File: src/design/bfpd_pkg.sv
// Shared types, codes and constants of the bracket framed packet deframer.
package bfpd_pkg;

    localparam logic [7:0] SYNC_CHAR  = 8'h5B;
    localparam logic [7:0] TRAIL_CHAR = 8'h5D;
    localparam int unsigned HDR_BYTES = 8;
    localparam int unsigned HDR_IDX_W = $clog2(HDR_BYTES);
    localparam logic [7:0] MAX_LEN_RESET = 8'd255;

    localparam logic [1:0] KIND_HEADER   = 2'd0;
    localparam logic [1:0] KIND_PAYLOAD  = 2'd1;
    localparam logic [1:0] KIND_COMPLETE = 2'd2;
    localparam logic [1:0] KIND_ERROR    = 2'd3;

    localparam logic [1:0] ERR_NONE    = 2'd0;
    localparam logic [1:0] ERR_LENGTH  = 2'd1;
    localparam logic [1:0] ERR_TRAILER = 2'd2;

    localparam logic CMD_PARSE = 1'b0;
    localparam logic CMD_CLEAR = 1'b1;

    typedef enum logic [2:0] {
        PH_HUNT0   = 3'd0,
        PH_HUNT1   = 3'd1,
        PH_HEADER  = 3'd2,
        PH_DATA    = 3'd3,
        PH_TRAILER = 3'd4
    } phase_t;

    typedef struct packed {
        logic       command;
        logic [7:0] rx_byte;
    } in_item_t;

    typedef struct packed {
        logic [1:0]  kind;
        logic [1:0]  error_code;
        logic [7:0]  frame_id;
        logic [7:0]  frame_length;
        logic [31:0] frame_timestamp;
        logic [15:0] wire_checksum;
        logic [7:0]  payload_byte;
        logic [7:0]  payload_index;
        logic [31:0] bad_frames;
    } out_item_t;

endpackage

File: src/design/bfpd_parser.sv
// Frame parsing state machine, header store and bad frame counter.
module bfpd_parser (
    input  logic                aclk,
    input  logic                aresetn,
    input  logic                step,
    input  bfpd_pkg::in_item_t  item,
    input  logic [7:0]          max_len,
    output logic                has_result,
    output bfpd_pkg::out_item_t result
);
    import bfpd_pkg::*;

    phase_t phase_reg, phase_next;
    logic [HDR_IDX_W-1:0] hdr_cnt_reg, hdr_cnt_next;
    logic [7:0] hdr_store_reg [HDR_BYTES];
    logic [7:0] data_cnt_reg, data_cnt_next;
    logic trail_seen_reg, trail_seen_next;
    logic [31:0] bad_cnt_reg, bad_cnt_next;

    logic [7:0] hdr_view [HDR_BYTES];
    logic [7:0] c;
    logic is_clear, is_sync, is_trail, hdr_done, len_bad, data_last;
    logic [7:0] data_cnt_inc;

    assign c            = item.rx_byte;
    assign is_clear     = (item.command == CMD_CLEAR);
    assign is_sync      = (c == SYNC_CHAR);
    assign is_trail     = (c == TRAIL_CHAR);
    assign hdr_done     = (hdr_cnt_reg == HDR_IDX_W'(HDR_BYTES - 1));
    assign len_bad      = (hdr_store_reg[1] > max_len);
    assign data_cnt_inc = data_cnt_reg + 8'd1;
    assign data_last    = (data_cnt_inc == hdr_store_reg[1]);

    // The byte being stored this step is visible in the header fields at once.
    always_comb begin
        for (int i = 0; i < HDR_BYTES; i++) begin
            hdr_view[i] = (phase_reg == PH_HEADER && hdr_cnt_reg == HDR_IDX_W'(i))
                          ? c : hdr_store_reg[i];
        end
    end

    // Next phase.
    always_comb begin
        phase_next = phase_reg;
        if (step && !is_clear) begin
            unique case (phase_reg)
                PH_HUNT1:   phase_next = is_sync ? PH_HEADER : PH_HUNT0;
                PH_HEADER: begin
                    if (hdr_done) begin
                        if (len_bad) begin
                            phase_next = PH_HUNT0;
                        end else if (hdr_store_reg[1] == 8'd0) begin
                            phase_next = PH_TRAILER;
                        end else begin
                            phase_next = PH_DATA;
                        end
                    end
                end
                PH_DATA:    phase_next = data_last ? PH_TRAILER : PH_DATA;
                PH_TRAILER: phase_next = (is_trail && !trail_seen_reg) ? PH_TRAILER : PH_HUNT0;
                default:    phase_next = is_sync ? PH_HUNT1 : PH_HUNT0;
            endcase
        end
    end

    // Result and the remaining state.
    always_comb begin
        hdr_cnt_next           = hdr_cnt_reg;
        data_cnt_next          = data_cnt_reg;
        trail_seen_next        = trail_seen_reg;
        bad_cnt_next           = bad_cnt_reg;
        has_result             = 1'b0;
        result.kind            = KIND_HEADER;
        result.error_code      = ERR_NONE;
        result.frame_id        = hdr_view[0];
        result.frame_length    = hdr_view[1];
        result.frame_timestamp = {hdr_view[5], hdr_view[4], hdr_view[3], hdr_view[2]};
        result.wire_checksum   = {hdr_view[7], hdr_view[6]};
        result.payload_byte    = 8'd0;
        result.payload_index   = 8'd0;
        if (step) begin
            if (is_clear) begin
                bad_cnt_next = 32'd0;
            end else begin
                unique case (phase_reg)
                    PH_HUNT1: begin
                        if (is_sync) begin
                            hdr_cnt_next = '0;
                        end
                    end
                    PH_HEADER: begin
                        hdr_cnt_next = hdr_cnt_reg + 1'b1;
                        if (hdr_done) begin
                            has_result   = 1'b1;
                            hdr_cnt_next = '0;
                            if (len_bad) begin
                                bad_cnt_next      = bad_cnt_reg + 32'd1;
                                result.kind       = KIND_ERROR;
                                result.error_code = ERR_LENGTH;
                            end else begin
                                data_cnt_next   = 8'd0;
                                trail_seen_next = 1'b0;
                            end
                        end
                    end
                    PH_DATA: begin
                        has_result           = 1'b1;
                        result.kind          = KIND_PAYLOAD;
                        result.payload_byte  = c;
                        result.payload_index = data_cnt_reg;
                        data_cnt_next        = data_cnt_inc;
                        if (data_last) begin
                            trail_seen_next = 1'b0;
                        end
                    end
                    PH_TRAILER: begin
                        if (!is_trail) begin
                            has_result        = 1'b1;
                            bad_cnt_next      = bad_cnt_reg + 32'd1;
                            trail_seen_next   = 1'b0;
                            result.kind       = KIND_ERROR;
                            result.error_code = ERR_TRAILER;
                        end else if (!trail_seen_reg) begin
                            trail_seen_next = 1'b1;
                        end else begin
                            has_result      = 1'b1;
                            trail_seen_next = 1'b0;
                            result.kind     = KIND_COMPLETE;
                        end
                    end
                    default: begin
                    end
                endcase
            end
        end
        result.bad_frames = bad_cnt_next;
    end

    always_ff @(posedge aclk) begin
        if (!aresetn) begin
            phase_reg      <= PH_HUNT0;
            hdr_cnt_reg    <= '0;
            data_cnt_reg   <= 8'd0;
            trail_seen_reg <= 1'b0;
            bad_cnt_reg    <= 32'd0;
        end else begin
            phase_reg      <= phase_next;
            hdr_cnt_reg    <= hdr_cnt_next;
            data_cnt_reg   <= data_cnt_next;
            trail_seen_reg <= trail_seen_next;
            bad_cnt_reg    <= bad_cnt_next;
        end
    end

    always_ff @(posedge aclk) begin
        if (step && !is_clear && phase_reg == PH_HEADER) begin
            hdr_store_reg[hdr_cnt_reg] <= c;
        end
    end

`ifndef SYNTH
    a_error_counts: assert property (@(posedge aclk) disable iff (!aresetn)
        (has_result && result.kind == KIND_ERROR)
        |=> (bad_cnt_reg == $past(bad_cnt_reg) + 32'd1))
        else $error("frame error did not count a bad frame");

    a_clear_zeroes: assert property (@(posedge aclk) disable iff (!aresetn)
        (step && is_clear) |=> (bad_cnt_reg == 32'd0))
        else $error("clear command did not zero the bad frame count");

    a_data_in_range: assert property (@(posedge aclk) disable iff (!aresetn)
        (phase_reg == PH_DATA) |-> (data_cnt_reg < hdr_store_reg[1]))
        else $error("payload index ran past the frame length");
`endif

endmodule

File: src/design/bfpd_result_reg.sv
// Result register that holds one item for the output channel.
module bfpd_result_reg (
    input  logic                aclk,
    input  logic                aresetn,
    input  logic                load,
    input  bfpd_pkg::out_item_t load_data,
    output logic                can_load,
    output logic                m_valid,
    input  logic                m_ready,
    output bfpd_pkg::out_item_t m_data
);
    import bfpd_pkg::*;

    logic      valid_reg, valid_next;
    out_item_t data_reg;

    assign can_load = !valid_reg || m_ready;

    always_comb begin
        valid_next = valid_reg;
        if (load) begin
            valid_next = 1'b1;
        end else if (m_ready) begin
            valid_next = 1'b0;
        end
    end

    always_ff @(posedge aclk) begin
        if (!aresetn) begin
            valid_reg <= 1'b0;
        end else begin
            valid_reg <= valid_next;
        end
    end

    always_ff @(posedge aclk) begin
        if (load) begin
            data_reg <= load_data;
        end
    end

    assign m_valid = valid_reg;
    assign m_data  = data_reg;

endmodule

File: src/design/bracket_framed_packet_deframer_unit.sv
// Top level of the bracket framed packet deframer.
// The deframer takes one item per clock: a received byte to parse or a command that
// clears the bad frame count. It hunts for the sync pair "[[", gathers an eight byte
// header (id, length, little endian 32-bit timestamp, 16-bit checksum low byte first),
// passes on the payload bytes one at a time with their index and then checks the
// trailer "]]". Each item yields at most one result: header accepted, payload
// byte, frame complete or frame error (length above max_payload_length, or a bad
// trailer byte). Every result carries the header fields of the current frame and the
// bad frame count after the item. The checksum is not verified here; the wire value
// is handed on for downstream logic. An item passes through an input register and a
// result register: it is parsed from the input register once the result register can
// take a result, and any result is then registered and shown on m_valid. One item
// can be accepted in every cycle as long as the output side takes results; while a
// result waits in the result register, the held item cannot move on
// and s_ready drops. There is no clearing pass after reset; the block accepts items
// in the first cycle after it. The cfg port writes max_payload_length (reset 255) and
// is always ready; it should only be written while no item is in flight.
module bracket_framed_packet_deframer_unit (
    input  logic                aclk,
    input  logic                aresetn,
    input  logic                s_valid,
    output logic                s_ready,
    input  bfpd_pkg::in_item_t  s_data,
    output logic                m_valid,
    input  logic                m_ready,
    output bfpd_pkg::out_item_t m_data,
    input  logic                cfg_valid,
    output logic                cfg_ready,
    input  logic [7:0]          cfg_data
);
    import bfpd_pkg::*;

    // Input register: the item is held here while it is parsed and until it can move on.
    logic      in_valid_reg, in_valid_next;
    in_item_t  in_item_reg;
    logic      advance;
    logic [7:0] max_len_reg;

    logic      has_result;
    out_item_t result;
    logic      res_load;
    logic      res_can_load;

    // The held item moves on whenever the result register can take its result,
    // which frees the input register for a new item in the same cycle.
    assign advance   = in_valid_reg && res_can_load;
    assign s_ready   = !in_valid_reg || advance;
    assign res_load  = advance && has_result;
    assign cfg_ready = 1'b1;

    always_comb begin
        in_valid_next = in_valid_reg;
        if (s_valid && s_ready) begin
            in_valid_next = 1'b1;
        end else if (advance) begin
            in_valid_next = 1'b0;
        end
    end

    always_ff @(posedge aclk) begin
        if (!aresetn) begin
            in_valid_reg <= 1'b0;
            max_len_reg  <= MAX_LEN_RESET;
        end else begin
            in_valid_reg <= in_valid_next;
            if (cfg_valid && cfg_ready) begin
                max_len_reg <= cfg_data;
            end
        end
    end

    always_ff @(posedge aclk) begin
        if (s_valid && s_ready) begin
            in_item_reg <= s_data;
        end
    end

    bfpd_parser u_parser (
        .aclk       (aclk),
        .aresetn    (aresetn),
        .step       (advance),
        .item       (in_item_reg),
        .max_len    (max_len_reg),
        .has_result (has_result),
        .result     (result)
    );

    bfpd_result_reg u_result_reg (
        .aclk      (aclk),
        .aresetn   (aresetn),
        .load      (res_load),
        .load_data (result),
        .can_load  (res_can_load),
        .m_valid   (m_valid),
        .m_ready   (m_ready),
        .m_data    (m_data)
    );

`ifndef SYNTH
    // A held item that cannot move on must stay in the input register untouched.
    a_in_hold: assert property (@(posedge aclk) disable iff (!aresetn)
        (in_valid_reg && !advance) |=> (in_valid_reg && $stable(in_item_reg)))
        else $error("stalled input item was lost or changed");

    // A result is only loaded when the output side has room for it.
    a_no_overwrite: assert property (@(posedge aclk) disable iff (!aresetn)
        (m_valid && !m_ready) |-> !res_load)
        else $error("result register overwritten while waiting");

    // A waiting result item stays on the output unchanged until it is taken.
    a_out_hold: assert property (@(posedge aclk) disable iff (!aresetn)
        (m_valid && !m_ready) |=> (m_valid && $stable(m_data)))
        else $error("waiting result item was dropped or changed");
`endif

endmodule
File: config.mk
export PLATFORM = sky130hd
export DESIGN_NAME = bracket_framed_packet_deframer_unit
export DESIGN_NICKNAME = d
export VERILOG_FILES = /design/src/design/bfpd_pkg.sv /design/src/design/bfpd_parser.sv /design/src/design/bfpd_result_reg.sv /design/src/design/bracket_framed_packet_deframer_unit.sv
export SDC_FILE = /design/constraint.sdc
export NUM_CORES = 1
export LEC_CHECK = 0
export ABC_AREA = 1
export BUFFER_PORTS_ARGS = -buffer_cell sky130_fd_sc_hd__buf_2
export CORE_ASPECT_RATIO = 1.4
export CORE_MARGIN = 4
export CORE_UTILIZATION = 60
export DETAILED_ROUTE_END_ITERATION = 10
export PLACE_DENSITY = 0.89
export SYNTH_ARGS = -nofsm -noshare
export SYNTH_HDL_FRONTEND = slang
export SYNTH_SLANG_ARGS = --single-unit
File: constraint.sdc
create_clock -name aclk -period 11.7 [get_ports aclk]
set_clock_uncertainty 0.05 [all_clocks]
set_input_delay 1.17 -clock aclk [delete_from_list [all_inputs] [get_ports aclk]]
set_output_delay 1.17 -clock aclk [all_outputs]
set_load 0.01 [all_outputs]
Word-level counts from Yosys, hierarchy flattened
Memories as Yosys holds them, arrays and structs flattened. A register that Yosys moved wholly into a read port is not among the register bits.
Index checks and enable logic that the tools add are counted.
- flip-flop bits (word level): 126
- bits of input ports: 22
- output and inout port bits: 119
- RAM bits: 64
- memories kept: 1
- memories (name ; depth ; width ; rd ports ; clocked after Yosys merged registers in ; wr ports ; RTL line ; source):
    u_parser.hdr_store_reg ; 8 ; 8 ; 8 ; 7 ; 1 ; bfpd_parser.sv:15 ; logic [7:0] hdr_store_reg [HDR_BYTES];
- reductions and logical operators: 25
- $add $sub $neg: 3
- bitwise gates (word level): 3
- mux-type cells: 46
- $lt $le $gt $ge: 1
- eq/ne operators: 13
- operators by type and width (kind ; count):
    $mux W32 ; 5
    $pmux W32 S2 ; 1
    $add A32 B1 Y32 const B ; 1
    $mux W8 ; 3
    $mux W3 ; 7
    $mux W1 ; 17
    $eq A8 B7 Y1 const B ; 2
    $pmux W8 S2 ; 1
    $pmux W3 S4 ; 1
    $add A8 B1 Y8 const B ; 1
    $eq A8 B8 Y1 ; 1
    $gt A8 B8 Y1 ; 1
    $logic_not A8 Y1 ; 1
    $mux W2 ; 4
    $mux W4 ; 2
    $reduce_bool A2 Y1 ; 4
    $logic_and A1 B1 Y1 ; 7
    $eq A3 B1 Y1 const B ; 2
    $eq A3 B2 Y1 const B ; 2
    $eq A3 B3 Y1 const B ; 2
    $ne A2 B1 Y1 const B ; 3
    $pmux W1 S3 ; 2
    $pmux W2 S3 ; 1
    $pmux W3 S2 ; 1
    other kinds (13) ; 19

Longest topological paths before layout
- depth after elaboration: 7
- gate-level depth with buffers: 17
- mapped depth without buffers: 17

Cells and area by module
Synthesis repeated with hierarchy kept, for this count alone.
- cell total of the unflattened synthesis: 1247
- area, all modules: 11512.3 um2
- modules (own cells, without submodules) (module ; area each (um2) ; instances ; cells each ; seq. area each (um2)):
    bfpd_parser ; 7283.2 ; 1 ; 1068 ; 2862.7
    bfpd_result_reg ; 3529.6 ; 1 ; 122 ; 3503.4
    bracket_framed_packet_deframer_unit ; 699.4 ; 1 ; 57 ; 450.4

Least setup slack after synthesis
Ideal clock, no wire load.
- path type: in2reg
- start point: input m_ready
- end point: register m_data[48] (netlist name)
- stages on the path: 9
- required time: 11.180 ns
- arrival time: 4.244 ns
- setup slack: 6.937 ns
- buffers on the path: 1
- setup time: 0.470 ns
- cell sequence: inv_1 > nand2_1 > nand2_2 > nor2_4 > inv_1 > buf_2 > nor2_1 > nand2_1 > inv_1
- word-level cells in the longest chain between the ends: 4
- RTL lines (element ; RTL line ; source):
    from (decl) ; bracket_framed_packet_deframer_unit.sv:25 ; input logic m_ready,
    $logic_or A1 B1 Y1 (*) ; bfpd_result_reg.sv:17 ; assign can_load = !valid_reg || m_ready;
    $logic_and A1 B1 Y1 (*) ; bracket_framed_packet_deframer_unit.sv:46 ; assign advance = in_valid_reg && res_can_load;
    $mux W1 ; bfpd_parser.sv:81 ; if (step) begin
    $logic_and A1 B1 Y1 (*) ; bracket_framed_packet_deframer_unit.sv:48 ; assign res_load = advance && has_result;
    named net res_load ; bracket_framed_packet_deframer_unit.sv:41 ; logic res_load;
The timed path passes the listed nets; every way through them passes the cells marked *.
A chain may end at the register's enable or synchronous reset.

Worst setup path after layout
- start point: input m_ready
- end point: register u_result_reg.data_reg (netlist bit u_result_reg.m_data[27]) (enable)
- word-level cells in the longest chain between the ends: 4
- RTL lines (element ; RTL line ; source):
    $logic_or A1 B1 Y1 (*) ; bfpd_result_reg.sv:17 ;
    $logic_and A1 B1 Y1 (*) ; bracket_framed_packet_deframer_unit.sv:46 ;
    $mux W1 ; bfpd_parser.sv:81 ;
    $logic_and A1 B1 Y1 (*) ; bracket_framed_packet_deframer_unit.sv:48 ;
    named net res_load ; bracket_framed_packet_deframer_unit.sv:41 ;
    to (signal assigned) ; bfpd_result_reg.sv:38 ; data_reg <= load_data;
    to (decl) ; bfpd_result_reg.sv:15 ; out_item_t data_reg;
Marks and branches as above.

==> flow_metrics.env <==
export IMPL_grt_remaining_overflow=0
export IMPL_top_layer_used="met4"
export IMPL_cts_tree="built"
export IMPL_synth_area_mm2=0.0113
export IMPL_seq_power_share_pct=54.8
export IMPL_synth_compound_area_share_pct=9.65
export IMPL_area_growth_pct=13.9
export IMPL_dieArea_mm2=0.0211
export IMPL_routed_wl_um=26900
export IMPL_status="finished, final reports clean"
export IMPL_p_leak_uw=0.00514
export IMPL_drcViolationCount=0
export IMPL_required_ps=11760
export IMPL_worst_pin_slew_ps=1150
export IMPL_clock_path_buffers=3
export IMPL_worstPathArrival_ps=4700
export IMPL_timing_setup_tns_ps=0
export IMPL_port_buffer_count=139
export IMPL_ys_ff_latch=246
export IMPL_nets=1348
export IMPL_htree_levels=1
export IMPL_syn_inst=1188
export IMPL_initial_core_util_pct=60.9
export IMPL_yosysSeqAreaShare_pct=60.4
export IMPL_grt_pass1_wl_um=42200
export IMPL_fin_crit_sh_pct=39.6
export IMPL_fillCellCount=1331
export IMPL_antenna_found_initial=0
export IMPL_synth_edff_count=189
export IMPL_final_cells=1570
export IMPL_p_sw_share_pct=19.9
export IMPL_comb_power_share_pct=2.1
export IMPL_routabilityCongestion=0.912
export IMPL_power_frac_clock_pct=43.1
export IMPL_core_mm2=0.0185
export IMPL_layout_commonest_cell="nand2_1"
export IMPL_grt_pass1_vias=8629
export IMPL_post_cts_setup_buffers=0
export IMPL_m1WireLength_um=9370
export IMPL_critPathMaxFanout=94
export IMPL_ir_drop_mv=0.0891
export IMPL_synth_fa_ha_area_share_pct=1.77
export IMPL_p_int_uw=1380
export IMPL_hold_viol=0
export IMPL_final_min_clock_period_ps=4640
export IMPL_hold_buffers=0
export IMPL_min_path_type="flop to flop"
export IMPL_synth_top_flop_cell="edfxtp_1"
export IMPL_synth_top_family_by_area="simple AND/OR/NAND/NOR gates"
export IMPL_drt_first_pass_iters=6
export IMPL_start_kind="primary input"
export IMPL_setup_viol=0
export IMPL_final_cell_mix="333 x nand2_1, 189 x edfxtp_1, 139 x buf_2, 96 x nor2_1, 94 x o21ai_0"
export IMPL_ys_warn_count=0
export IMPL_drive_above_1_share_pct=16.4
export IMPL_first_iter_violations=756
export IMPL_via_per_inst=5.70
export IMPL_die_w_um=124
export IMPL_power_switching_uw=344
export IMPL_drv_cap=0
export IMPL_routedWlPerCell_um=17.1
export IMPL_grt_total_usage_pct=25.4
export IMPL_clockRootBuffer="clkbuf_16"
export IMPL_grt_setup_unrepaired="no"
export IMPL_endpoint_kind="flop"
export IMPL_placed_cell_area_mm2=0.0121
export IMPL_clk_latency_ps=510
export IMPL_antennaDiodeCount=0
export IMPL_synthArstFlopShare_pct=0
export IMPL_clk_pin_slew_worst_paths_ps=60
export IMPL_dr_wl_met3_um=2030
export IMPL_syn_area_per_cell_um2=9.50
export IMPL_design_area_mm2=0.0129
export IMPL_slew_viol_final=0
export IMPL_post_place_cells=1530
export IMPL_grt_max_degree=95
export IMPL_synth_nets=1226
export IMPL_clkSinkCount=246
export IMPL_numCtsBuffers=22
export IMPL_io_pins=141
export IMPL_met2_length_um=14200
export IMPL_critical_path_class="primary input to flop"
export IMPL_core_rowCount=59
export IMPL_synth_xor_area_share_pct=0.931
export IMPL_power_density_mw_per_mm2=134
export IMPL_synth_area_leaders="edfxtp_1 50%, nand2_1 11%, dfxtp_1 10%"
export IMPL_num_vias=8945
export IMPL_synth_distinct_cells=42
export IMPL_largest_reg_flops=68
export IMPL_dieHeight_um=170
export IMPL_cts_resized_gates=0
export IMPL_synth_top_cell_by_area="edfxtp_1"
export IMPL_fmax_mhz=216
export IMPL_yosys_area_top_type_share_pct=50.3
export IMPL_dp_hpwl_um=17800
export IMPL_muxShareOfSynthArea_pct=0
export IMPL_ant_nets=0
export IMPL_synth_simple_area_share_pct=21.9
export IMPL_slew_headroom_pct=23.1
## cell usage after synthesis, drive strengths merged (5+ instances only)
master / instances
nand2: 341
edfxtp: 189
nor2: 106
inv: 104
o21ai: 103
a21oi: 80
nand3: 69
dfxtp: 57
clkbuf: 24
nor3: 21
buf: 19
ha: 16
nand4: 10
xor2: 10
nor4: 7
a211oi: 6
nand3b: 6
o211ai: 5
o21bai: 5
## layout make-up
cell class / instances / area (µm²) / share of cell area (%)
clock buffer: 30 / 654 / 5.09
sequential: 246 / 6820 / 53.0
multi-input combinational: 795 / 3870 / 30.1
clock inverter: 10 / 106 / 0.827
inverter: 104 / 393 / 3.06
timing repair buffer: 141 / 711 / 5.53
tap: 244 / 305 / 2.37
## layer usage
metal | GRT usage (%) | vias up
met3 | 3.42 | 112
met2 | 46.8 | 468
met5 | 0 | -
met1 | 27.8 | 4095
li1 | - | 4270
met4 | 13.3 | 0
## final timing paths
| check | slack [ps] | to | startpoint | cells past startpoint |
|---|---|---|---|---|
| min reg2reg | 380 | u_result_reg.m_data[111] | u_parser.hdr_store_reg[0][7] | 0 |
| min | 380 | u_result_reg.m_data[111] | u_parser.hdr_store_reg[0][7] | 0 |
| max reg2reg | 7510 | u_result_reg.m_data[27] | u_result_reg.m_valid | 8 |
| max | 7060 | u_result_reg.m_data[27] | m_ready | 10 |
## worst max-delay path: stages
cell and delay, ps:
buf_2 80, inv_1 40, nand2_1 90, nand2_2 410
nor2_4 760, inv_1 420, nor2_1 260, nand2_1 160
inv_4 270, buf_4 900
## power by group through the flow
stage / logic, µW / clock network (µW) / registers (µW)
6_report: 35.9 / 745 / 948
3_3_place_gp: 33.3 / 0 / 966
2_1_floorplan: 21.2 / 0 / 961
3_5_place_dp: 34.3 / 0 / 967
5_1_grt: 38.7 / 791 / 948
4_1_cts: 34.9 / 750 / 948
## cells by family after synthesis
group / Yosys count
other: 1
DFF: 246
buffers and inverters: 147
xor gates and xnor gates: 12
AOI/OAI and AO/OA: 203
adders and majority gates: 16
and+or+nand+nor: 563
## metrics by stage
step | power (µW) | worst slack [ps] | hold WS, ps | util, %
6_report | 1730 | 7060 | 377 | 69.4
5_1_grt | 1780 | 6700 | 379 | 69.4
4_1_cts | 1730 | 7140 | 377 | 69.4
3_5_place_dp | 1000 | 6700 | 364 | 65.3
3_3_place_gp | 1000 | 6810 | 352 | 65.3
2_1_floorplan | 983 | 6940 | 350 | -
No activity file was read; power rests on OpenSTA's default activity.
